**src/aescbc_pkg.sv**
```systemverilog
// ----------------------------------------------------------------------------
// aescbc_pkg
// shared types, constants and byte functions for the aes-128 cbc block
// ----------------------------------------------------------------------------
package aescbc_pkg;

    localparam int ROUND_KEY_COUNT_DEF = 11;
    localparam int CFG_IDX_W  = 3;
    localparam int CFG_DATA_W = 64;
    localparam int BLOCK_W    = 128;
    localparam int COUNT_W    = 5;
    localparam int ROUND_W    = 4;
    localparam logic [ROUND_W-1:0] MAX_MIDDLE = 4'd9;
    localparam logic [COUNT_W-1:0] FULL_COUNT = 5'd16;

    localparam logic [CFG_IDX_W-1:0] REG_KEY_HI = 3'd0;
    localparam logic [CFG_IDX_W-1:0] REG_KEY_LO = 3'd1;
    localparam logic [CFG_IDX_W-1:0] REG_IV_HI  = 3'd2;
    localparam logic [CFG_IDX_W-1:0] REG_IV_LO  = 3'd3;
    localparam logic [CFG_IDX_W-1:0] REG_ROUNDS = 3'd4;
    localparam logic [CFG_IDX_W-1:0] REG_MODE   = 3'd5;

    typedef enum logic [1:0] {
        t_ST_IDLE,
        t_ST_INIT,
        t_ST_ROUND,
        t_ST_DONE
    } t_core_state;

    // one queued word from the front end to the cipher core
    typedef struct packed {
        logic [BLOCK_W-1:0] data;
        logic               first;
        logic               last;
        logic               bad_len;
        logic               decrypt;
        logic [ROUND_W-1:0] rounds;
    } t_job;

    localparam int JOB_W = $bits(t_job);

    localparam logic [7:0] FWD_BOX [256] = '{
 8'h63,8'h7C,8'h77,8'h7B,8'hF2,8'h6B,8'h6F,8'hC5,8'h30,8'h01,8'h67,8'h2B,8'hFE,8'hD7,8'hAB,8'h76,
 8'hCA,8'h82,8'hC9,8'h7D,8'hFA,8'h59,8'h47,8'hF0,8'hAD,8'hD4,8'hA2,8'hAF,8'h9C,8'hA4,8'h72,8'hC0,
 8'hB7,8'hFD,8'h93,8'h26,8'h36,8'h3F,8'hF7,8'hCC,8'h34,8'hA5,8'hE5,8'hF1,8'h71,8'hD8,8'h31,8'h15,
 8'h04,8'hC7,8'h23,8'hC3,8'h18,8'h96,8'h05,8'h9A,8'h07,8'h12,8'h80,8'hE2,8'hEB,8'h27,8'hB2,8'h75,
 8'h09,8'h83,8'h2C,8'h1A,8'h1B,8'h6E,8'h5A,8'hA0,8'h52,8'h3B,8'hD6,8'hB3,8'h29,8'hE3,8'h2F,8'h84,
 8'h53,8'hD1,8'h00,8'hED,8'h20,8'hFC,8'hB1,8'h5B,8'h6A,8'hCB,8'hBE,8'h39,8'h4A,8'h4C,8'h58,8'hCF,
 8'hD0,8'hEF,8'hAA,8'hFB,8'h43,8'h4D,8'h33,8'h85,8'h45,8'hF9,8'h02,8'h7F,8'h50,8'h3C,8'h9F,8'hA8,
 8'h51,8'hA3,8'h40,8'h8F,8'h92,8'h9D,8'h38,8'hF5,8'hBC,8'hB6,8'hDA,8'h21,8'h10,8'hFF,8'hF3,8'hD2,
 8'hCD,8'h0C,8'h13,8'hEC,8'h5F,8'h97,8'h44,8'h17,8'hC4,8'hA7,8'h7E,8'h3D,8'h64,8'h5D,8'h19,8'h73,
 8'h60,8'h81,8'h4F,8'hDC,8'h22,8'h2A,8'h90,8'h88,8'h46,8'hEE,8'hB8,8'h14,8'hDE,8'h5E,8'h0B,8'hDB,
 8'hE0,8'h32,8'h3A,8'h0A,8'h49,8'h06,8'h24,8'h5C,8'hC2,8'hD3,8'hAC,8'h62,8'h91,8'h95,8'hE4,8'h79,
 8'hE7,8'hC8,8'h37,8'h6D,8'h8D,8'hD5,8'h4E,8'hA9,8'h6C,8'h56,8'hF4,8'hEA,8'h65,8'h7A,8'hAE,8'h08,
 8'hBA,8'h78,8'h25,8'h2E,8'h1C,8'hA6,8'hB4,8'hC6,8'hE8,8'hDD,8'h74,8'h1F,8'h4B,8'hBD,8'h8B,8'h8A,
 8'h70,8'h3E,8'hB5,8'h66,8'h48,8'h03,8'hF6,8'h0E,8'h61,8'h35,8'h57,8'hB9,8'h86,8'hC1,8'h1D,8'h9E,
 8'hE1,8'hF8,8'h98,8'h11,8'h69,8'hD9,8'h8E,8'h94,8'h9B,8'h1E,8'h87,8'hE9,8'hCE,8'h55,8'h28,8'hDF,
 8'h8C,8'hA1,8'h89,8'h0D,8'hBF,8'hE6,8'h42,8'h68,8'h41,8'h99,8'h2D,8'h0F,8'hB0,8'h54,8'hBB,8'h16
    };

    localparam logic [7:0] INV_BOX [256] = '{
 8'h52,8'h09,8'h6A,8'hD5,8'h30,8'h36,8'hA5,8'h38,8'hBF,8'h40,8'hA3,8'h9E,8'h81,8'hF3,8'hD7,8'hFB,
 8'h7C,8'hE3,8'h39,8'h82,8'h9B,8'h2F,8'hFF,8'h87,8'h34,8'h8E,8'h43,8'h44,8'hC4,8'hDE,8'hE9,8'hCB,
 8'h54,8'h7B,8'h94,8'h32,8'hA6,8'hC2,8'h23,8'h3D,8'hEE,8'h4C,8'h95,8'h0B,8'h42,8'hFA,8'hC3,8'h4E,
 8'h08,8'h2E,8'hA1,8'h66,8'h28,8'hD9,8'h24,8'hB2,8'h76,8'h5B,8'hA2,8'h49,8'h6D,8'h8B,8'hD1,8'h25,
 8'h72,8'hF8,8'hF6,8'h64,8'h86,8'h68,8'h98,8'h16,8'hD4,8'hA4,8'h5C,8'hCC,8'h5D,8'h65,8'hB6,8'h92,
 8'h6C,8'h70,8'h48,8'h50,8'hFD,8'hED,8'hB9,8'hDA,8'h5E,8'h15,8'h46,8'h57,8'hA7,8'h8D,8'h9D,8'h84,
 8'h90,8'hD8,8'hAB,8'h00,8'h8C,8'hBC,8'hD3,8'h0A,8'hF7,8'hE4,8'h58,8'h05,8'hB8,8'hB3,8'h45,8'h06,
 8'hD0,8'h2C,8'h1E,8'h8F,8'hCA,8'h3F,8'h0F,8'h02,8'hC1,8'hAF,8'hBD,8'h03,8'h01,8'h13,8'h8A,8'h6B,
 8'h3A,8'h91,8'h11,8'h41,8'h4F,8'h67,8'hDC,8'hEA,8'h97,8'hF2,8'hCF,8'hCE,8'hF0,8'hB4,8'hE6,8'h73,
 8'h96,8'hAC,8'h74,8'h22,8'hE7,8'hAD,8'h35,8'h85,8'hE2,8'hF9,8'h37,8'hE8,8'h1C,8'h75,8'hDF,8'h6E,
 8'h47,8'hF1,8'h1A,8'h71,8'h1D,8'h29,8'hC5,8'h89,8'h6F,8'hB7,8'h62,8'h0E,8'hAA,8'h18,8'hBE,8'h1B,
 8'hFC,8'h56,8'h3E,8'h4B,8'hC6,8'hD2,8'h79,8'h20,8'h9A,8'hDB,8'hC0,8'hFE,8'h78,8'hCD,8'h5A,8'hF4,
 8'h1F,8'hDD,8'hA8,8'h33,8'h88,8'h07,8'hC7,8'h31,8'hB1,8'h12,8'h10,8'h59,8'h27,8'h80,8'hEC,8'h5F,
 8'h60,8'h51,8'h7F,8'hA9,8'h19,8'hB5,8'h4A,8'h0D,8'h2D,8'hE5,8'h7A,8'h9F,8'h93,8'hC9,8'h9C,8'hEF,
 8'hA0,8'hE0,8'h3B,8'h4D,8'hAE,8'h2A,8'hF5,8'hB0,8'hC8,8'hEB,8'hBB,8'h3C,8'h83,8'h53,8'h99,8'h61,
 8'h17,8'h2B,8'h04,8'h7E,8'hBA,8'h77,8'hD6,8'h26,8'hE1,8'h69,8'h14,8'h63,8'h55,8'h21,8'h0C,8'h7D
    };

    function automatic logic [7:0] xt(input logic [7:0] a);
        return {a[6:0], 1'b0} ^ (a[7] ? 8'h1B : 8'h00);
    endfunction

    // byte i sits at bits [127-8i -: 8]
    function automatic logic [7:0] byte_at(input logic [BLOCK_W-1:0] s, input int i);
        return s[BLOCK_W-1-8*i -: 8];
    endfunction

    function automatic logic [BLOCK_W-1:0] fwd_round(input logic [BLOCK_W-1:0] s,
                                                     input logic mix);
        logic [BLOCK_W-1:0] t;
        logic [BLOCK_W-1:0] m;
        logic [7:0] a0, a1, a2, a3;
        t = '0;
        m = '0;
        for (int c = 0; c < 4; c++) begin
            for (int r = 0; r < 4; r++) begin
                t[BLOCK_W-1-8*(4*c+r) -: 8] = FWD_BOX[byte_at(s, 4*((c+r)%4)+r)];
            end
        end
        for (int c = 0; c < 4; c++) begin
            a0 = byte_at(t, 4*c);
            a1 = byte_at(t, 4*c+1);
            a2 = byte_at(t, 4*c+2);
            a3 = byte_at(t, 4*c+3);
            m[BLOCK_W-1-8*(4*c)   -: 8] = xt(a0) ^ xt(a1) ^ a1 ^ a2 ^ a3;
            m[BLOCK_W-1-8*(4*c+1) -: 8] = a0 ^ xt(a1) ^ xt(a2) ^ a2 ^ a3;
            m[BLOCK_W-1-8*(4*c+2) -: 8] = a0 ^ a1 ^ xt(a2) ^ xt(a3) ^ a3;
            m[BLOCK_W-1-8*(4*c+3) -: 8] = xt(a0) ^ a0 ^ a1 ^ a2 ^ xt(a3);
        end
        return mix ? m : t;
    endfunction

    function automatic logic [7:0] gmul(input logic [7:0] a, input logic [3:0] b);
        logic [7:0] p, x;
        p = '0;
        x = a;
        for (int i = 0; i < 4; i++) begin
            if (b[i]) p = p ^ x;
            x = xt(x);
        end
        return p;
    endfunction

    function automatic logic [BLOCK_W-1:0] inv_mix(input logic [BLOCK_W-1:0] s);
        logic [BLOCK_W-1:0] m;
        logic [7:0] a0, a1, a2, a3;
        m = '0;
        for (int c = 0; c < 4; c++) begin
            a0 = byte_at(s, 4*c);
            a1 = byte_at(s, 4*c+1);
            a2 = byte_at(s, 4*c+2);
            a3 = byte_at(s, 4*c+3);
            m[BLOCK_W-1-8*(4*c)   -: 8] = gmul(a0,4'd14)^gmul(a1,4'd11)^gmul(a2,4'd13)^gmul(a3,4'd9);
            m[BLOCK_W-1-8*(4*c+1) -: 8] = gmul(a0,4'd9)^gmul(a1,4'd14)^gmul(a2,4'd11)^gmul(a3,4'd13);
            m[BLOCK_W-1-8*(4*c+2) -: 8] = gmul(a0,4'd13)^gmul(a1,4'd9)^gmul(a2,4'd14)^gmul(a3,4'd11);
            m[BLOCK_W-1-8*(4*c+3) -: 8] = gmul(a0,4'd11)^gmul(a1,4'd13)^gmul(a2,4'd9)^gmul(a3,4'd14);
        end
        return m;
    endfunction

    // inverse shift rows then inverse sub bytes
    function automatic logic [BLOCK_W-1:0] inv_shsub(input logic [BLOCK_W-1:0] s);
        logic [BLOCK_W-1:0] t;
        t = '0;
        for (int c = 0; c < 4; c++) begin
            for (int r = 0; r < 4; r++) begin
                t[BLOCK_W-1-8*(4*c+r) -: 8] = INV_BOX[byte_at(s, 4*((c-r+4)%4)+r)];
            end
        end
        return t;
    endfunction

endpackage

```
**src/aescbc_keyexp.sv**
```systemverilog
// ----------------------------------------------------------------------------
// aescbc_keyexp
// expands the cipher key one round key per cycle into a round key memory
// ----------------------------------------------------------------------------
module aescbc_keyexp #(
    parameter int ROUND_KEY_COUNT = aescbc_pkg::ROUND_KEY_COUNT_DEF
) (
    input  logic                           i_clk,
    input  logic                           i_rst_n,
    input  logic                           i_start,
    input  logic [aescbc_pkg::BLOCK_W-1:0] i_key,
    input  logic [$clog2(ROUND_KEY_COUNT)-1:0] i_rd_idx,
    output logic [aescbc_pkg::BLOCK_W-1:0] o_rd_key,
    output logic                           o_busy
);
    localparam int IW = $clog2(ROUND_KEY_COUNT);
    localparam logic [IW-1:0] LAST = IW'(ROUND_KEY_COUNT - 1);

    logic [aescbc_pkg::BLOCK_W-1:0] r_mem [ROUND_KEY_COUNT];
    logic [aescbc_pkg::BLOCK_W-1:0] r_cur;
    logic [IW-1:0]                  r_idx;
    logic [7:0]                     r_rc;
    logic                           r_busy;
    logic [aescbc_pkg::BLOCK_W-1:0] n_key;
    logic [31:0] w0, w1, w2, w3, rot;

    always_comb begin
        rot = {aescbc_pkg::FWD_BOX[r_cur[23:16]] ^ r_rc, aescbc_pkg::FWD_BOX[r_cur[15:8]],
               aescbc_pkg::FWD_BOX[r_cur[7:0]], aescbc_pkg::FWD_BOX[r_cur[31:24]]};
        w0 = r_cur[127:96] ^ rot;
        w1 = r_cur[95:64] ^ w0;
        w2 = r_cur[63:32] ^ w1;
        w3 = r_cur[31:0] ^ w2;
        n_key = {w0, w1, w2, w3};
    end

    assign o_busy = r_busy;

    always_ff @(posedge i_clk) begin
        if (i_start) begin
            r_mem[0] <= i_key;
            r_cur    <= i_key;
        end else if (r_busy) begin
            r_mem[r_idx] <= n_key;
            r_cur        <= n_key;
        end
        o_rd_key <= r_mem[i_rd_idx];
        if (!i_rst_n) begin
            r_busy <= 1'b0;
            r_idx  <= '0;
            r_rc   <= 8'h01;
        end else if (i_start) begin
            r_busy <= 1'b1;
            r_idx  <= IW'(1);
            r_rc   <= 8'h01;
        end else if (r_busy) begin
            r_rc  <= aescbc_pkg::xt(r_rc);
            r_idx <= r_idx + IW'(1);
            if (r_idx == LAST) r_busy <= 1'b0;
        end
    end
endmodule

```
**config.mk**
```make
export PLATFORM = sky130hd
export DESIGN_NAME = aescbc_keyexp
export DESIGN_NICKNAME = d
export VERILOG_FILES = /design/src/aescbc_pkg.sv /design/src/aescbc_keyexp.sv
export SDC_FILE = /design/constraint.sdc
export NUM_CORES = 2
export LEC_CHECK = 0
export ABC_AREA = 1
export ABC_CLOCK_PERIOD_IN_PS = 14750
export BUFFER_PORTS_ARGS = -buffer_cell sky130_fd_sc_hd__buf_2
export CAP_MARGIN = 20
export CORE_MARGIN = 2
export CORE_UTILIZATION = 40
export DETAILED_ROUTE_END_ITERATION = 6
export PLACE_DENSITY_LB_ADDON = 0.15
export SYNTH_ARGS = -nofsm -noshare
export SYNTH_HDL_FRONTEND = slang
export SYNTH_SLANG_ARGS = --single-unit
```
**constraint.sdc**
```tcl
create_clock -name i_clk -period 14.75 [get_ports i_clk]
set_clock_uncertainty 0.2 [all_clocks]
set_input_delay 1.475 -clock i_clk [delete_from_list [all_inputs] [get_ports i_clk]]
set_output_delay 1.475 -clock i_clk [all_outputs]
set_load 0.01 [all_outputs]
```
==> summary.md <==
| Metric | Value |
|---|---|
| Status | complete, no violations |
| Worst EP arrival | 5360 ps |
| FP Rows | between 150 and 200 |
| Yosys top cell area share | 59.3% |
| Final setup viols | 0 |
| Fmax | 0.190 GHz |
| CTS Buffer Depth | 3 |
| Crit path launch type | register |
| Top delay family on crit path | simple AND/OR/NAND/NOR gates |
| Setup TNS | 0 ps |
| Crit-path slowest cell | edfxtp_1 |
| Drt drc | 0 |
| Total Routed Length | 290,000 um |
| CP endpoint kind | register |
| Worst Path Required | 14,860 ps |
| Core area | between 150,000 and 200,000 um2 |
| Hold Buf Count CTS | 0 |
| RSZ-0062 raised after global routing | no |
| DIE AREA | 198,000 um2 |
| Fin crit share | a little over a third |
| Initial core utilization | 40.3% |
| Largest cells by area after synthesis | edfxtp_1, nand3_1, nand2_1 |
| Critical path type | register to register |
| R2R Path End | r_mem[6][27] |
| Port bufs | 263 |
| Warnings from Yosys | 0 |
| Die height | 445 um |
| Vias per inst | 5.87 |
| Worst-Skew Late Latency | about 830 ps |
| Hold Violations, Final | 0 |
| Nets | a little over 8,000 |
| Num ports | between 200 and 300 |
| Seq/Total Area, Yosys | 62.9% |
| Post-synthesis cell count | 7,872 |
| Cell Pwr Density | 161 nW/um2 |
| Bufs and invs on worst path | 2 |
| Average cell area after synthesis | 9.89 um2 |
| Gr usage total | 28.4% |
| Fillcell total | approximately 18,000 |
| DIE WIDTH | 445 um |
| Worst reg2reg path startpoint | r_cur[16] |
| Largest area contributor in the netlist | edfxtp_1 |
| Syn Nets | 8,069 |
| Via Count | around 63,000 |
| Clk sinks | about 1,700 |
| CP Max Fanout | 11 |
| Core Util, Final | around 45% |
| CTS clock-pin slew for the worst setup and hold paths | roughly 60 ps |
| Initial DRC count | 7,854 |
| Count of cell types in the netlist | 37 |
| Multi-input gate area | between 20,000 and 30,000 um2 |
| CTS Root Cell | clkbuf_16 |
| WHS Path Cells | 2 |
| Number of global-route vias before repair | between 50,000 and 60,000 |
| Post-cts resize count | 0 |
| Antenna-violating nets left | 0 |
| Actual slew at the worst max-slew pin | 1140 ps |
| Tmin final | 5250 ps |
| Synth Register Bits | roughly 1,700 |
| Lkg Pwr | around 32 nW |
| Worst reg-to-reg setup slack | 9500 ps |
| HPWL Detailed | between 150,000 and 200,000 um |
| Tot Pwr | about 0.014 W |
| Pin count of the biggest net entering global routing | between 200 and 250 |
| Drt wl/cell | 27.2 um |
| Hold EP | o_rd_key[104] |
| Worst stage delay on the critical path | just under 900 ps |
| VDD IR-drop max | roughly 0.00013 V |
| Reg2reg path depth | 16 |
| Setup repair bufs after CTS | 0 |
| Reg area | 48,900 um2 |
| Number of buffers created by CTS | around 180 |
| DRT Pass-1 Iters | 6 |
| Max cap viols | 0 |
| Synth-to-layout area growth | 12.3% |
| Crit path cell chain | inv_2, ha_1, inv_1, nand3_1, nand4_1, nand3_1, nand2_1, nand3_1, nand3_1, nand2_1, nand2_1, nand3_1, nand2_1, nand2_1, nand3_1, nand2_1 |
| Initial antenna violation count | 28 |
| GP Congestion | 0.973 |
| Worst Hold Class | register to register |
| Slew Limit Headroom | 24.0% |
| CTS H-tree lvls | 4 |
| Share of layout cells above drive strength 1 | 9.58% |
| Slew Viols, Final | 0 |
| Gr ovfl total | 0 |
| Min-delay src | r_mem[10][104] |
| First-pass GRT wire length | 413,000 um |
| Mapped cell area | 77,800 um2 |
| CTS tree | yes |
==> state kept, by name, summed over array words and instances (netlist names) <==
signal / cells
o_rd_key: 128
o_busy: 1
r_cur: 128
r_mem: 1408
r_rc: 8
r_idx: 4
==> worst min-delay path, delay by kind of cell, from the launching register on <==
kind / cells / cell delay [ps]
flip-flops: 1 / 320
AO/OA/AOI/OAI: 2 / 130
==> synthesized netlist by cell type <==
cell / n
nand2_1: 1653
edfxtp_1: 1536
nand3_1: 1262
o21ai_0: 943
nor2_1: 764
clkbuf_1: 367
inv_1: 232
a21oi_1: 147
dfxtp_1: 141
o211ai_1: 136
o22ai_1: 128
o221ai_1: 105
buf_2: 97
ha_1: 62
buf_1: 55
o21ai_1: 31
a31oi_1: 28
a211oi_1: 26
nand4_1: 23
or2_2: 23
inv_2: 21
nand3b_1: 20
buf_4: 18
nand2_2: 18
xor2_1: 11
buf_6: 7
clkinv_1: 4
a21oi_2: 2
nand2_4: 2
nor2_2: 2
nor3_1: 2
a311oi_1: 1
inv_4: 1
nand3_2: 1
nand3b_2: 1
nor4_1: 1
o31ai_1: 1
==> cell families (layout without fill, tap and decap cells) <==
| kind of cell | Yosys count | in the layout | share of synthesized area (%) |
|---|---|---|---|
| flops | 1677 | 1677 | 62.9 |
| compound gates | 1548 | 1548 | 11.2 |
| xor+xnor | 11 | 11 | 0.124 |
| buf+inv | 802 | 1037 | 4.18 |
| fa+ha+maj | 62 | 62 | 0.997 |
| simple gates | 3772 | 3772 | 20.6 |
| other cells | 0 | 15 | 0 |
==> cell usage in the layout, fill, tap and decap left out, types with 4 or more instances in the layout <==
| cell | n |
|---|---|
| o22ai_1 | 128 |
| dfxtp_1 | 141 |
| inv_2 | 22 |
| clkinv_1 | 42 |
| clkinv_2 | 22 |
| nor2_1 | 754 |
| diode_2 | 15 |
| buf_4 | 159 |
| ha_1 | 62 |
| bufinv_16 | 9 |
| nand2_1 | 1653 |
| buf_6 | 8 |
| o21ai_0 | 902 |
| o211ai_1 | 136 |
| o21ai_1 | 68 |
| a31oi_1 | 28 |
| nand4_1 | 23 |
| edfxtp_1 | 1536 |
| buf_2 | 258 |
| clkbuf_16 | 183 |
| buf_12 | 9 |
| nand3_1 | 1262 |
| a211oi_1 | 25 |
| clkbuf_8 | 14 |
| inv_1 | 225 |
| inv_8 | 5 |
| o21ai_2 | 4 |
| clkbuf_1 | 58 |
| nand3b_1 | 20 |
| o221ai_1 | 105 |
| xor2_1 | 11 |
| a21oi_1 | 147 |
| or2_2 | 23 |
| nor2_4 | 10 |
| inv_6 | 6 |
| nand2_2 | 18 |
==> through the flow <==
step                instance area (um2)  std cells  hold WS (ps)  setup WS, ps
floorplan                         77800       7872           256          2110
global placement                  81500      10300           267          9310
detailed placement                81700      10300           271          9280
CTS                               87300      10600           280          9650
global route                      87400      10600           296          9420
finish                            87400      10600           281          9500
==> how the worst max path moves through the flow <==
| stage | from | to | slack [ps] | cells past startpoint |
|---|---|---|---|---|
| floorplan | i_start | r_mem[0][0] | 2110 | 6 |
| global placement | i_rd_idx[1] | o_rd_key[89] | 9310 | 9 |
| detailed placement | i_start | r_mem[6][125] | 9280 | 8 |
| CTS | r_cur[16] | r_mem[7][31] | 9650 | 17 |
| global route | r_cur[3] | r_mem[6][40] | 9420 | 15 |
| finish | r_cur[16] | r_mem[6][27] | 9500 | 16 |
==> metal layers <==
layer  wire length [um]  global-route usage (%)
met4              12100                    11.4
met1             123000                    39.6
met3              22400                    4.40
met2             132000                    44.5
met5                138                       0
==> final cells by class <==
type / count / area share, %
Inverter: 258 / 1.14
Antenna cell: 15 / 0.0429
Sequential cell: 1677 / 56.0
Clock inverter: 85 / 0.834
Timing Repair Buffer: 446 / 3.34
Multi-Input combinational cell: 5393 / 29.5
Tap cell: 2526 / 3.62
Clock buffer: 248 / 5.58
==> where the power goes <==
part,switching (W),total (W),internal [W]
clock network,0.00187,0.00434,0.00248
logic,0.00305,0.00406,0.00102
registers,0.000145,0.00569,0.00554
total,0.00506,0.0141,0.00904
Power figures use the tool's default switching activity.
