**src/aescbc_pkg.sv**
```systemverilog
// ----------------------------------------------------------------------------
// aescbc_pkg
// shared types, constants and byte functions for the aes-128 cbc block
// ----------------------------------------------------------------------------
package aescbc_pkg;

    localparam int ROUND_KEY_COUNT_DEF = 11;
    localparam int CFG_IDX_W  = 3;
    localparam int CFG_DATA_W = 64;
    localparam int BLOCK_W    = 128;
    localparam int COUNT_W    = 5;
    localparam int ROUND_W    = 4;
    localparam logic [ROUND_W-1:0] MAX_MIDDLE = 4'd9;
    localparam logic [COUNT_W-1:0] FULL_COUNT = 5'd16;

    localparam logic [CFG_IDX_W-1:0] REG_KEY_HI = 3'd0;
    localparam logic [CFG_IDX_W-1:0] REG_KEY_LO = 3'd1;
    localparam logic [CFG_IDX_W-1:0] REG_IV_HI  = 3'd2;
    localparam logic [CFG_IDX_W-1:0] REG_IV_LO  = 3'd3;
    localparam logic [CFG_IDX_W-1:0] REG_ROUNDS = 3'd4;
    localparam logic [CFG_IDX_W-1:0] REG_MODE   = 3'd5;

    typedef enum logic [1:0] {
        t_ST_IDLE,
        t_ST_INIT,
        t_ST_ROUND,
        t_ST_DONE
    } t_core_state;

    // one queued word from the front end to the cipher core
    typedef struct packed {
        logic [BLOCK_W-1:0] data;
        logic               first;
        logic               last;
        logic               bad_len;
        logic               decrypt;
        logic [ROUND_W-1:0] rounds;
    } t_job;

    localparam int JOB_W = $bits(t_job);

    localparam logic [7:0] FWD_BOX [256] = '{
 8'h63,8'h7C,8'h77,8'h7B,8'hF2,8'h6B,8'h6F,8'hC5,8'h30,8'h01,8'h67,8'h2B,8'hFE,8'hD7,8'hAB,8'h76,
 8'hCA,8'h82,8'hC9,8'h7D,8'hFA,8'h59,8'h47,8'hF0,8'hAD,8'hD4,8'hA2,8'hAF,8'h9C,8'hA4,8'h72,8'hC0,
 8'hB7,8'hFD,8'h93,8'h26,8'h36,8'h3F,8'hF7,8'hCC,8'h34,8'hA5,8'hE5,8'hF1,8'h71,8'hD8,8'h31,8'h15,
 8'h04,8'hC7,8'h23,8'hC3,8'h18,8'h96,8'h05,8'h9A,8'h07,8'h12,8'h80,8'hE2,8'hEB,8'h27,8'hB2,8'h75,
 8'h09,8'h83,8'h2C,8'h1A,8'h1B,8'h6E,8'h5A,8'hA0,8'h52,8'h3B,8'hD6,8'hB3,8'h29,8'hE3,8'h2F,8'h84,
 8'h53,8'hD1,8'h00,8'hED,8'h20,8'hFC,8'hB1,8'h5B,8'h6A,8'hCB,8'hBE,8'h39,8'h4A,8'h4C,8'h58,8'hCF,
 8'hD0,8'hEF,8'hAA,8'hFB,8'h43,8'h4D,8'h33,8'h85,8'h45,8'hF9,8'h02,8'h7F,8'h50,8'h3C,8'h9F,8'hA8,
 8'h51,8'hA3,8'h40,8'h8F,8'h92,8'h9D,8'h38,8'hF5,8'hBC,8'hB6,8'hDA,8'h21,8'h10,8'hFF,8'hF3,8'hD2,
 8'hCD,8'h0C,8'h13,8'hEC,8'h5F,8'h97,8'h44,8'h17,8'hC4,8'hA7,8'h7E,8'h3D,8'h64,8'h5D,8'h19,8'h73,
 8'h60,8'h81,8'h4F,8'hDC,8'h22,8'h2A,8'h90,8'h88,8'h46,8'hEE,8'hB8,8'h14,8'hDE,8'h5E,8'h0B,8'hDB,
 8'hE0,8'h32,8'h3A,8'h0A,8'h49,8'h06,8'h24,8'h5C,8'hC2,8'hD3,8'hAC,8'h62,8'h91,8'h95,8'hE4,8'h79,
 8'hE7,8'hC8,8'h37,8'h6D,8'h8D,8'hD5,8'h4E,8'hA9,8'h6C,8'h56,8'hF4,8'hEA,8'h65,8'h7A,8'hAE,8'h08,
 8'hBA,8'h78,8'h25,8'h2E,8'h1C,8'hA6,8'hB4,8'hC6,8'hE8,8'hDD,8'h74,8'h1F,8'h4B,8'hBD,8'h8B,8'h8A,
 8'h70,8'h3E,8'hB5,8'h66,8'h48,8'h03,8'hF6,8'h0E,8'h61,8'h35,8'h57,8'hB9,8'h86,8'hC1,8'h1D,8'h9E,
 8'hE1,8'hF8,8'h98,8'h11,8'h69,8'hD9,8'h8E,8'h94,8'h9B,8'h1E,8'h87,8'hE9,8'hCE,8'h55,8'h28,8'hDF,
 8'h8C,8'hA1,8'h89,8'h0D,8'hBF,8'hE6,8'h42,8'h68,8'h41,8'h99,8'h2D,8'h0F,8'hB0,8'h54,8'hBB,8'h16
    };

    localparam logic [7:0] INV_BOX [256] = '{
 8'h52,8'h09,8'h6A,8'hD5,8'h30,8'h36,8'hA5,8'h38,8'hBF,8'h40,8'hA3,8'h9E,8'h81,8'hF3,8'hD7,8'hFB,
 8'h7C,8'hE3,8'h39,8'h82,8'h9B,8'h2F,8'hFF,8'h87,8'h34,8'h8E,8'h43,8'h44,8'hC4,8'hDE,8'hE9,8'hCB,
 8'h54,8'h7B,8'h94,8'h32,8'hA6,8'hC2,8'h23,8'h3D,8'hEE,8'h4C,8'h95,8'h0B,8'h42,8'hFA,8'hC3,8'h4E,
 8'h08,8'h2E,8'hA1,8'h66,8'h28,8'hD9,8'h24,8'hB2,8'h76,8'h5B,8'hA2,8'h49,8'h6D,8'h8B,8'hD1,8'h25,
 8'h72,8'hF8,8'hF6,8'h64,8'h86,8'h68,8'h98,8'h16,8'hD4,8'hA4,8'h5C,8'hCC,8'h5D,8'h65,8'hB6,8'h92,
 8'h6C,8'h70,8'h48,8'h50,8'hFD,8'hED,8'hB9,8'hDA,8'h5E,8'h15,8'h46,8'h57,8'hA7,8'h8D,8'h9D,8'h84,
 8'h90,8'hD8,8'hAB,8'h00,8'h8C,8'hBC,8'hD3,8'h0A,8'hF7,8'hE4,8'h58,8'h05,8'hB8,8'hB3,8'h45,8'h06,
 8'hD0,8'h2C,8'h1E,8'h8F,8'hCA,8'h3F,8'h0F,8'h02,8'hC1,8'hAF,8'hBD,8'h03,8'h01,8'h13,8'h8A,8'h6B,
 8'h3A,8'h91,8'h11,8'h41,8'h4F,8'h67,8'hDC,8'hEA,8'h97,8'hF2,8'hCF,8'hCE,8'hF0,8'hB4,8'hE6,8'h73,
 8'h96,8'hAC,8'h74,8'h22,8'hE7,8'hAD,8'h35,8'h85,8'hE2,8'hF9,8'h37,8'hE8,8'h1C,8'h75,8'hDF,8'h6E,
 8'h47,8'hF1,8'h1A,8'h71,8'h1D,8'h29,8'hC5,8'h89,8'h6F,8'hB7,8'h62,8'h0E,8'hAA,8'h18,8'hBE,8'h1B,
 8'hFC,8'h56,8'h3E,8'h4B,8'hC6,8'hD2,8'h79,8'h20,8'h9A,8'hDB,8'hC0,8'hFE,8'h78,8'hCD,8'h5A,8'hF4,
 8'h1F,8'hDD,8'hA8,8'h33,8'h88,8'h07,8'hC7,8'h31,8'hB1,8'h12,8'h10,8'h59,8'h27,8'h80,8'hEC,8'h5F,
 8'h60,8'h51,8'h7F,8'hA9,8'h19,8'hB5,8'h4A,8'h0D,8'h2D,8'hE5,8'h7A,8'h9F,8'h93,8'hC9,8'h9C,8'hEF,
 8'hA0,8'hE0,8'h3B,8'h4D,8'hAE,8'h2A,8'hF5,8'hB0,8'hC8,8'hEB,8'hBB,8'h3C,8'h83,8'h53,8'h99,8'h61,
 8'h17,8'h2B,8'h04,8'h7E,8'hBA,8'h77,8'hD6,8'h26,8'hE1,8'h69,8'h14,8'h63,8'h55,8'h21,8'h0C,8'h7D
    };

    function automatic logic [7:0] xt(input logic [7:0] a);
        return {a[6:0], 1'b0} ^ (a[7] ? 8'h1B : 8'h00);
    endfunction

    // byte i sits at bits [127-8i -: 8]
    function automatic logic [7:0] byte_at(input logic [BLOCK_W-1:0] s, input int i);
        return s[BLOCK_W-1-8*i -: 8];
    endfunction

    function automatic logic [BLOCK_W-1:0] fwd_round(input logic [BLOCK_W-1:0] s,
                                                     input logic mix);
        logic [BLOCK_W-1:0] t;
        logic [BLOCK_W-1:0] m;
        logic [7:0] a0, a1, a2, a3;
        t = '0;
        m = '0;
        for (int c = 0; c < 4; c++) begin
            for (int r = 0; r < 4; r++) begin
                t[BLOCK_W-1-8*(4*c+r) -: 8] = FWD_BOX[byte_at(s, 4*((c+r)%4)+r)];
            end
        end
        for (int c = 0; c < 4; c++) begin
            a0 = byte_at(t, 4*c);
            a1 = byte_at(t, 4*c+1);
            a2 = byte_at(t, 4*c+2);
            a3 = byte_at(t, 4*c+3);
            m[BLOCK_W-1-8*(4*c)   -: 8] = xt(a0) ^ xt(a1) ^ a1 ^ a2 ^ a3;
            m[BLOCK_W-1-8*(4*c+1) -: 8] = a0 ^ xt(a1) ^ xt(a2) ^ a2 ^ a3;
            m[BLOCK_W-1-8*(4*c+2) -: 8] = a0 ^ a1 ^ xt(a2) ^ xt(a3) ^ a3;
            m[BLOCK_W-1-8*(4*c+3) -: 8] = xt(a0) ^ a0 ^ a1 ^ a2 ^ xt(a3);
        end
        return mix ? m : t;
    endfunction

    function automatic logic [7:0] gmul(input logic [7:0] a, input logic [3:0] b);
        logic [7:0] p, x;
        p = '0;
        x = a;
        for (int i = 0; i < 4; i++) begin
            if (b[i]) p = p ^ x;
            x = xt(x);
        end
        return p;
    endfunction

    function automatic logic [BLOCK_W-1:0] inv_mix(input logic [BLOCK_W-1:0] s);
        logic [BLOCK_W-1:0] m;
        logic [7:0] a0, a1, a2, a3;
        m = '0;
        for (int c = 0; c < 4; c++) begin
            a0 = byte_at(s, 4*c);
            a1 = byte_at(s, 4*c+1);
            a2 = byte_at(s, 4*c+2);
            a3 = byte_at(s, 4*c+3);
            m[BLOCK_W-1-8*(4*c)   -: 8] = gmul(a0,4'd14)^gmul(a1,4'd11)^gmul(a2,4'd13)^gmul(a3,4'd9);
            m[BLOCK_W-1-8*(4*c+1) -: 8] = gmul(a0,4'd9)^gmul(a1,4'd14)^gmul(a2,4'd11)^gmul(a3,4'd13);
            m[BLOCK_W-1-8*(4*c+2) -: 8] = gmul(a0,4'd13)^gmul(a1,4'd9)^gmul(a2,4'd14)^gmul(a3,4'd11);
            m[BLOCK_W-1-8*(4*c+3) -: 8] = gmul(a0,4'd11)^gmul(a1,4'd13)^gmul(a2,4'd9)^gmul(a3,4'd14);
        end
        return m;
    endfunction

    // inverse shift rows then inverse sub bytes
    function automatic logic [BLOCK_W-1:0] inv_shsub(input logic [BLOCK_W-1:0] s);
        logic [BLOCK_W-1:0] t;
        t = '0;
        for (int c = 0; c < 4; c++) begin
            for (int r = 0; r < 4; r++) begin
                t[BLOCK_W-1-8*(4*c+r) -: 8] = INV_BOX[byte_at(s, 4*((c-r+4)%4)+r)];
            end
        end
        return t;
    endfunction

endpackage

```
**src/aescbc_front.sv**
```systemverilog
// ----------------------------------------------------------------------------
// aescbc_front
// classifies input words, pads short encrypt blocks and queues them for the core
// ----------------------------------------------------------------------------
module aescbc_front (
    input  logic                               i_clk,
    input  logic                               i_rst_n,
    input  logic [aescbc_pkg::BLOCK_W-1:0]     i_block,
    input  logic [aescbc_pkg::COUNT_W-1:0]     i_count,
    input  logic                               i_first,
    input  logic                               i_last,
    input  logic                               i_valid,
    output logic                               o_ready,
    input  logic                               i_decrypt,
    input  logic [aescbc_pkg::ROUND_W-1:0]     i_rounds,
    output aescbc_pkg::t_job                   o_job,
    output logic                               o_job_valid,
    input  logic                               i_job_take
);
    // two-entry queue
    aescbc_pkg::t_job r_q [2];
    logic             r_wp, r_rp;
    logic [1:0]       r_cnt;
    aescbc_pkg::t_job w_job;
    logic [aescbc_pkg::BLOCK_W-1:0] w_mask;
    logic push, pop;

    always_comb begin
        for (int i = 0; i < 16; i++) begin
            w_mask[aescbc_pkg::BLOCK_W-1-8*i -: 8] =
                (i_decrypt || (aescbc_pkg::COUNT_W'(i) < i_count)) ? 8'hFF : 8'h00;
        end
        w_job.data    = i_block & w_mask;
        w_job.first   = i_first;
        w_job.last    = i_last;
        w_job.bad_len = i_decrypt && (i_count != aescbc_pkg::FULL_COUNT);
        w_job.decrypt = i_decrypt;
        w_job.rounds  = (i_rounds > aescbc_pkg::MAX_MIDDLE) ? aescbc_pkg::MAX_MIDDLE : i_rounds;
    end

    assign o_ready     = (r_cnt != 2'd2);
    assign push        = i_valid && o_ready;
    assign pop         = i_job_take && o_job_valid;
    assign o_job_valid = (r_cnt != 2'd0);
    assign o_job       = r_q[r_rp];

    always_ff @(posedge i_clk) begin
        if (push) r_q[r_wp] <= w_job;
        if (!i_rst_n) begin
            r_wp  <= 1'b0;
            r_rp  <= 1'b0;
            r_cnt <= 2'd0;
        end else begin
            if (push) r_wp <= ~r_wp;
            if (pop)  r_rp <= ~r_rp;
            r_cnt <= r_cnt + {1'b0, push} - {1'b0, pop};
        end
    end

    assert property (@(posedge i_clk) disable iff (!i_rst_n) r_cnt != 2'd3)
        else $error("queue count overflow");
    assert property (@(posedge i_clk) disable iff (!i_rst_n)
        (r_cnt == 2'd0) |-> !pop) else $error("pop from empty queue");
    assert property (@(posedge i_clk) disable iff (!i_rst_n)
        (r_cnt == 2'd2 && !pop) |=> (r_cnt == 2'd2)) else $error("full queue lost word");
endmodule

```
**config.mk**
```make
export PLATFORM = sky130hd
export DESIGN_NAME = aescbc_front
export DESIGN_NICKNAME = d
export VERILOG_FILES = /design/src/aescbc_pkg.sv /design/src/aescbc_front.sv
export SDC_FILE = /design/constraint.sdc
export NUM_CORES = 1
export LEC_CHECK = 0
export ABC_CLOCK_PERIOD_IN_PS = 9650
export BUFFER_PORTS_ARGS = -buffer_cell sky130_fd_sc_hd__buf_2
export CELL_PAD_IN_SITES_DETAIL_PLACEMENT = 1
export CELL_PAD_IN_SITES_GLOBAL_PLACEMENT = 1
export CORE_MARGIN = 4
export CORE_UTILIZATION = 47
export CTS_CLUSTER_SIZE = 24
export DETAILED_ROUTE_END_ITERATION = 7
export GPL_ROUTABILITY_DRIVEN = 0
export MAX_ROUTING_LAYER = met4
export PLACE_DENSITY = 0.82
export SYNTH_ARGS = -nofsm -noshare
export SYNTH_HDL_FRONTEND = slang
export SYNTH_SLANG_ARGS = --single-unit
```
**constraint.sdc**
```tcl
create_clock -name i_clk -period 9.65 [get_ports i_clk]
set_input_delay 0.4825 -clock i_clk [delete_from_list [all_inputs] [get_ports i_clk]]
set_output_delay 0.4825 -clock i_clk [all_outputs]
set_load 0.03 [all_outputs]
```
==> results of run 1 <==
[power breakdown]
part	leakage [nW]	switching [mW]	internal (mW)
Sequential	2.61	0.0640	1.47
Clock	0.440	0.437	0.625
Combinational	2.08	0.560	0.301
Total	5.13	1.06	2.40
[how the worst max path moves through the flow]
stage	endpoint	slack, ns
2_1_floorplan	r_q[1][0]$_DFFE_PP_	5.15
3_3_place_gp	o_job[72]	6.62
3_5_place_dp	o_job[113]	6.61
4_1_cts	o_job[72]	6.05
5_1_grt	o_job[67]	5.94
6_report	o_job[113]	6.06
[critical path, cell delays in order, from the launching register on]
cell	delay, ns
dfxtp_4	0.94
buf_4	0.83
mux2_2	0.44
buf_2	0.18
[layout make-up]
cell class                 instances  area, µm²  share of cell area
antenna                            7       17.5             0.00128
clock buffer                      34        744              0.0543
clock inverter                    17        153              0.0111
inverter                           4       20.0             0.00146
multi-input combinational        317       2680               0.196
sequential                       277       8270               0.603
tap                              313        392              0.0286
timing repair buffer             284       1430               0.104
[logic make-up after synthesis]
kind of cell | count (synthesis)
flops | 277
buf+inv | 24
simple gates | 161
fa+ha+maj | 1
mux | 136
xor+xnor | 1
compound gates | 18
[Yosys cell counts (2+ instances only)]
cell / number
edfxtp_1: 272
mux2_2: 136
and2_1: 81
nor2b_1: 51
buf_2: 18
nor2_1: 7
nand2_1: 6
dfxtp_1: 5
o21ai_0: 4
o21ai_1: 4
inv_1: 3
a21oi_2: 2
and3_1: 2
clkbuf_1: 2
nand2b_1: 2
nand3_1: 2
nor3_1: 2
or2_2: 2
[registers in the layout, summed over array words and instances (netlist names), named ones only]
register,count
r_q,272
r_cnt,2
r_wp,1
r_rp,1
[metal layers]
metal | vias to the layer above | track usage | part of all wire
met5 | - | - | 0
met4 | 0 | 0.0427 | 0.013
met3 | 34 | 0.0607 | 0.083
met2 | 253 | 0.364 | 0.52
met1 | 3207 | 0.241 | 0.39
li1 | 2914 | - | -
[through the flow]
step                worst slack, ns  cells
finish                         6.06   1253
global route                   5.94   1253
CTS                            6.05   1246
detailed placement             6.61   1195
global placement               6.62   1195
floorplan                      5.15    618
==> impl_metrics.py, run 1 <==
metrics = {
    "routing": {
        "drt_first_pass_iters": 4,
        "viasPerCell": 5.11,
        "avgRoutedWirePerCell_um": 21.9,
        "drtAntennaViolNets": 0,
        "vias": 6408,
        "drtIter0Drc": 350,
        "post-route-drc-count": 0,
        "totalWireLength_um": 27400,
    },
    "run_status": {
        "status": "completed",
    },
    "place": {
        "port_buffers": 281,
        "placement.cell_area_um2": 12800,
        "hpwl_um": 18400,
    },
    "logic_synthesis": {
        "ys_seq_elements": 277,
        "synth_flop_cell": "edfxtp_1",
        "yosysUniqueCellTypes": 35,
        "synth_top_family_by_area": "multiplexers",
        "synth_simple_gate_area_frac": 0.0899,
        "syn-num-nets": 763,
        "synth_warnings": 0,
        "synth_enable_flop_cells": 272,
        "synth-async-reset-ratio": 0,
        "syn_area_per_cell_um2": 17.9,
        "synth.cell_area_um2": 11100,
        "seq_area_frac_synth": 0.748,
        "synth.area.top_cells": "edfxtp_1 (74%), mux2_2 (14%), and2_1 (4.6%)",
        "synth.area.mux_share": 0.139,
        "synthCells": 618,
        "synth_fa_ha_area_frac": 0.00113,
        "synth_top_cell_by_area": "edfxtp_1",
        "yosys.area_share.xor_xnor": 0.000792,
        "synth_compound_area_frac": 0.0117,
        "synth_top_area_share": 0.739,
    },
    "floorplan": {
        "core_area_um2": 22900,
        "io_pins": 282,
        "start_util": 0.482,
        "die_area_um2": 26000,
        "rows": 55,
        "fp.dieW_um": 161,
        "die_y_um": 161,
    },
    "min_path": {
        "min_to": "r_q[1][7]$_DFFE_PP_",
        "hold_depth": 1,
        "hold_class": "in2reg",
        "min-delay-start": "i_first",
    },
    "worst_setup_path": {
        "cp-start-kind": "register",
        "cp_max_fo": 69,
        "r2r_slack_ns": 6.81,
        "crit_arrival_ns": 3.11,
        "cp.required_ns": 9.17,
        "reg2reg_to": "r_q[1][82]$_DFFE_PP_",
        "reg2regPathDepth": 3,
        "timing.rr.start": "r_cnt[0]$_SDFF_PN0_",
        "cp-end-kind": "primary output",
        "worstSetupPathType": "reg2out",
    },
    "sta": {
        "rsz0062_at_grt": "false",
        "max_slew_margin": 0.317,
        "clock_skew_ns": 0.0164,
        "max_freq_ghz": 0.278,
        "timing.hold.ws_ns": 0.144,
        "fin_crit_sh": 0.372,
        "period_needed_ns": 3.59,
        "tightestPinTransition_ns": 1.02,
        "slew_viol_final": 0,
        "finalSetupTns_ns": 0,
        "hold_viol": 0,
        "setup_viol_count_final": 0,
    },
    "power": {
        "power.density_nw_per_um2": 253,
        "ir_drop_uv": 153,
        "power_mw": 3.46,
        "leakagePower_nw": 5.13,
    },
    "clock_tree": {
        "root_buffer": "clkbuf_16",
        "clk_latency_ns": 0.54,
        "clkTransAtPathRegs_ns": 0.06,
        "htreeDepth": 1,
        "cts_buffers": 29,
        "cts_tree": "built",
        "ctsHoldBuffers": 0,
        "post_cts_buffers": 0,
        "clock-sinks": 277,
        "clk_path_buf_depth": 3,
        "ctsResizeCount": 0,
    },
    "final_layout": {
        "layout_common_cells": "buf_2 (281), edfxtp_1 (272), mux2_2 (136)",
        "layout_commonest_cell": "buf_2",
        "syn_to_final_growth_pct": 24.0,
        "stdcell_area_um2": 13700,
        "drive_gt1_frac": 0.506,
        "postLayoutCoreUtil": 0.598,
        "final_net_count": 1058,
        "nFillCells": 2210,
    },
    "global_routing": {
        "globalRouteTotalUtil": 0.208,
        "grt_pass1_wl_um": 40600,
        "grt_pass1_vias": 6997,
        "overflow": 0,
        "antenna_found_initial": 7,
        "grt_max_degree": 75,
    },
    "job": {
        "maxCapViolations": 0,
    },
}
(Power assumes the default switching activity.)
==> run 2, diff against run 1 <==
Settings changed: ABC_CLOCK_PERIOD_IN_PS 9650 to 3300, CORE_UTILIZATION 47 to 40, PLACE_DENSITY 0.82 to 0.74.
Clock period 9.65 ns to 3.3 ns, I/O delays scaled along.
==> impl_metrics.py, run 2 (synthesis results as in run 1) <==
metrics = {
    "global_routing": {
        "grt_pass1_vias": 7911,
        "globalRouteTotalUtil": 0.198,
        "antenna_found_initial": 5,
        "grt_pass1_wl_um": 45800,
        "grt_max_degree": 132,
        "overflow": 0,
    },
    "clock_tree": {
        "clk_path_buf_depth": 3,
        "ctsResizeCount": 0,
        "post_cts_buffers": 0,
        "htreeDepth": 1,
        "clk_latency_ns": 0.54,
        "clock-sinks": 277,
        "root_buffer": "clkbuf_16",
        "clkTransAtPathRegs_ns": 0.06,
        "cts_buffers": 30,
        "cts_tree": "built",
    },
    "power": {
        "swShare": 0.308,
        "seq_power_share": 0.428,
        "ir_drop_uv": 578,
        "switching_power_mw": 3.19,
        "comb_power_share": 0.269,
        "clkPwrFrac": 0.304,
        "leakagePower_nw": 5.70,
        "p_int_mw": 7.18,
        "power.density_nw_per_um2": 683,
    },
    "final_layout": {
        "multiInputGateArea_um2": 2680,
        "postLayoutCoreUtil": 0.560,
        "stdcell_area_um2": 15200,
        "layout_commonest_cell": "buf_2",
        "final_net_count": 1195,
        "drive_gt1_frac": 0.445,
        "nFillCells": 2599,
        "largest_reg_flops": 272,
        "layout_common_cells": "buf_2 (281), edfxtp_1 (272), mux2_2 (136)",
        "syn_to_final_growth_pct": 37.3,
        "top_register": "r_q",
        "seq_area_um2": 8270,
        "reg_top3": "r_q x272, r_cnt x2",
    },
    "sta": {
        "finalSetupTns_ns": 0,
        "setup_viol_count_final": 0,
        "fin_crit_sh": 0.782,
        "tightestPinTransition_ns": 0.836,
        "clock_skew_ns": 0.0160,
        "slew_viol_final": 0,
        "timing.hold.ws_ns": 0.0273,
        "hold_viol": 0,
        "max_freq_ghz": 0.387,
        "period_needed_ns": 2.58,
        "rsz0062_at_grt": "false",
        "fin_ws_ns": 0.719,
        "max_slew_margin": 0.442,
    },
    "worst_setup_path": {
        "crit_buf_inv": 3,
        "cp_max_fo": 54,
        "slowest_delay_ns": 0.68,
        "r2r_slack_ns": 0.72,
        "crit_arrival_ns": 2.74,
        "reg2regPathDepth": 5,
        "worstPathCellList": "nand2b_2 -> nand3b_1 -> clkinvlp_4 -> buf_4 -> buf_4",
        "cp.required_ns": 3.46,
        "timing.rr.start": "r_cnt[0]$_SDFF_PN0_",
        "cp-end-kind": "register",
        "worstSetupPathType": "reg2reg",
        "cpMostUsedCell": "buf_4",
        "cp-start-kind": "register",
        "cp_top_family": "buffers and inverters",
        "reg2reg_to": "r_q[0][93]$_DFFE_PP_",
        "crit_slowest_cell": "buf_4",
    },
    "place": {
        "place_ws_ns": 0.633,
        "port_buffers": 281,
        "placement.cell_area_um2": 12900,
        "hpwl_um": 18300,
    },
    "floorplan": {
        "fp.dieW_um": 174,
        "die_area_um2": 30400,
        "start_util": 0.408,
        "die_y_um": 174,
        "io_pins": 282,
        "core_area_um2": 27100,
        "rows": 60,
    },
    "routing": {
        "post-route-drc-count": 0,
        "viasPerCell": 4.79,
        "drtIter0Drc": 384,
        "vias": 6942,
        "drtAntennaViolNets": 0,
        "avgRoutedWirePerCell_um": 20.9,
        "drt_first_pass_iters": 4,
        "totalWireLength_um": 30300,
    },
    "run_status": {
        "status": "completed",
    },
    "min_path": {
        "min_to": "r_q[0][44]$_DFFE_PP_",
        "min-delay-start": "i_block[36]",
        "hold_depth": 2,
        "hold_class": "in2reg",
    },
    "job": {
        "maxCapViolations": 0,
    },
}
## run 2: cell count changes in the layout (fill, tap and decap cells not counted), sizes merged
| cell | previous run | this run |
|---|---|---|
| buf | 284 | 289 |
| bufinv | 3 | 2 |
| clkbuf | 34 | 43 |
| clkinv | 13 | 6 |
| clkinvlp | 0 | 1 |
| dlygate4sd3 | 0 | 131 |
| inv | 5 | 3 |
## run 2: cell type report
cell class,count,area share
clock buffers,43,0.0541
well taps,372,0.0307
repair buffers,420,0.185
inverters,4,0.00124
clock inverters,8,0.00561
multi-input cells,317,0.177
diodes,7,0.00115
flip-flops and latches,277,0.545
## run 2: worst reg2reg max path: stages, from the launching register on
cell and delay [ns]:
dfxtp_1 0.43, nand2b_2 0.19, nand3b_1 0.14, clkinvlp_4 0.11, buf_4 0.58, buf_4 0.70
## run 2: how the worst max path moves through the flow
| stage | slack, ns | cells after the start | end | startpoint |
|---|---|---|---|---|
| 3_5_place_dp | 0.63 | 5 | r_q[0][0]$_DFFE_PP_ | r_cnt[0]$_SDFF_PN0_ |
| 3_3_place_gp | 0.73 | 5 | r_q[0][111]$_DFFE_PP_ | r_cnt[0]$_SDFF_PN0_ |
| 5_1_grt | 0.48 | 5 | r_q[0][93]$_DFFE_PP_ | r_cnt[0]$_SDFF_PN0_ |
| 2_1_floorplan | 0.08 | 3 | r_q[0][0]$_DFFE_PP_ | r_cnt[0]$_SDFF_PN0_ |
| 6_report | 0.72 | 5 | r_q[0][93]$_DFFE_PP_ | r_cnt[0]$_SDFF_PN0_ |
| 4_1_cts | 0.62 | 5 | r_q[0][2]$_DFFE_PP_ | r_cnt[0]$_SDFF_PN0_ |
## run 2: through the flow
step | power [mW] | cells
3_3_place_gp | 7.11 | 1259
4_1_cts | 10.5 | 1441
6_report | 10.4 | 1448
2_1_floorplan | 6.36 | 618
3_5_place_dp | 7.17 | 1259
5_1_grt | 10.8 | 1446
## run 2: timing repair
| item | CTS | global route |
|---|---|---|
| endpoints found under the setup margin | 0 | 0 |
| endpoints found under the hold margin | 261 | 0 |
| hold buffers | 131 | 0 |
## run 2: power by group through the flow
| stage | Clock (mW) | Sequential [mW] | Combinational (mW) |
|---|---|---|---|
| 2_1_floorplan | 0 | 4.45 | 1.90 |
| 3_3_place_gp | 0 | 4.47 | 2.64 |
| 3_5_place_dp | 0 | 4.51 | 2.66 |
| 4_1_cts | 3.21 | 4.43 | 2.80 |
| 5_1_grt | 3.40 | 4.46 | 2.94 |
| 6_report | 3.15 | 4.43 | 2.79 |
## run 2: per-layer routing
layer	global-route usage	wire length, µm	up-vias
li1	-	-	3210
met1	0.233	12000	3432
met2	0.341	15500	253
met3	0.0522	2140	47
met4	0.0495	630	0
met5	-	0	-
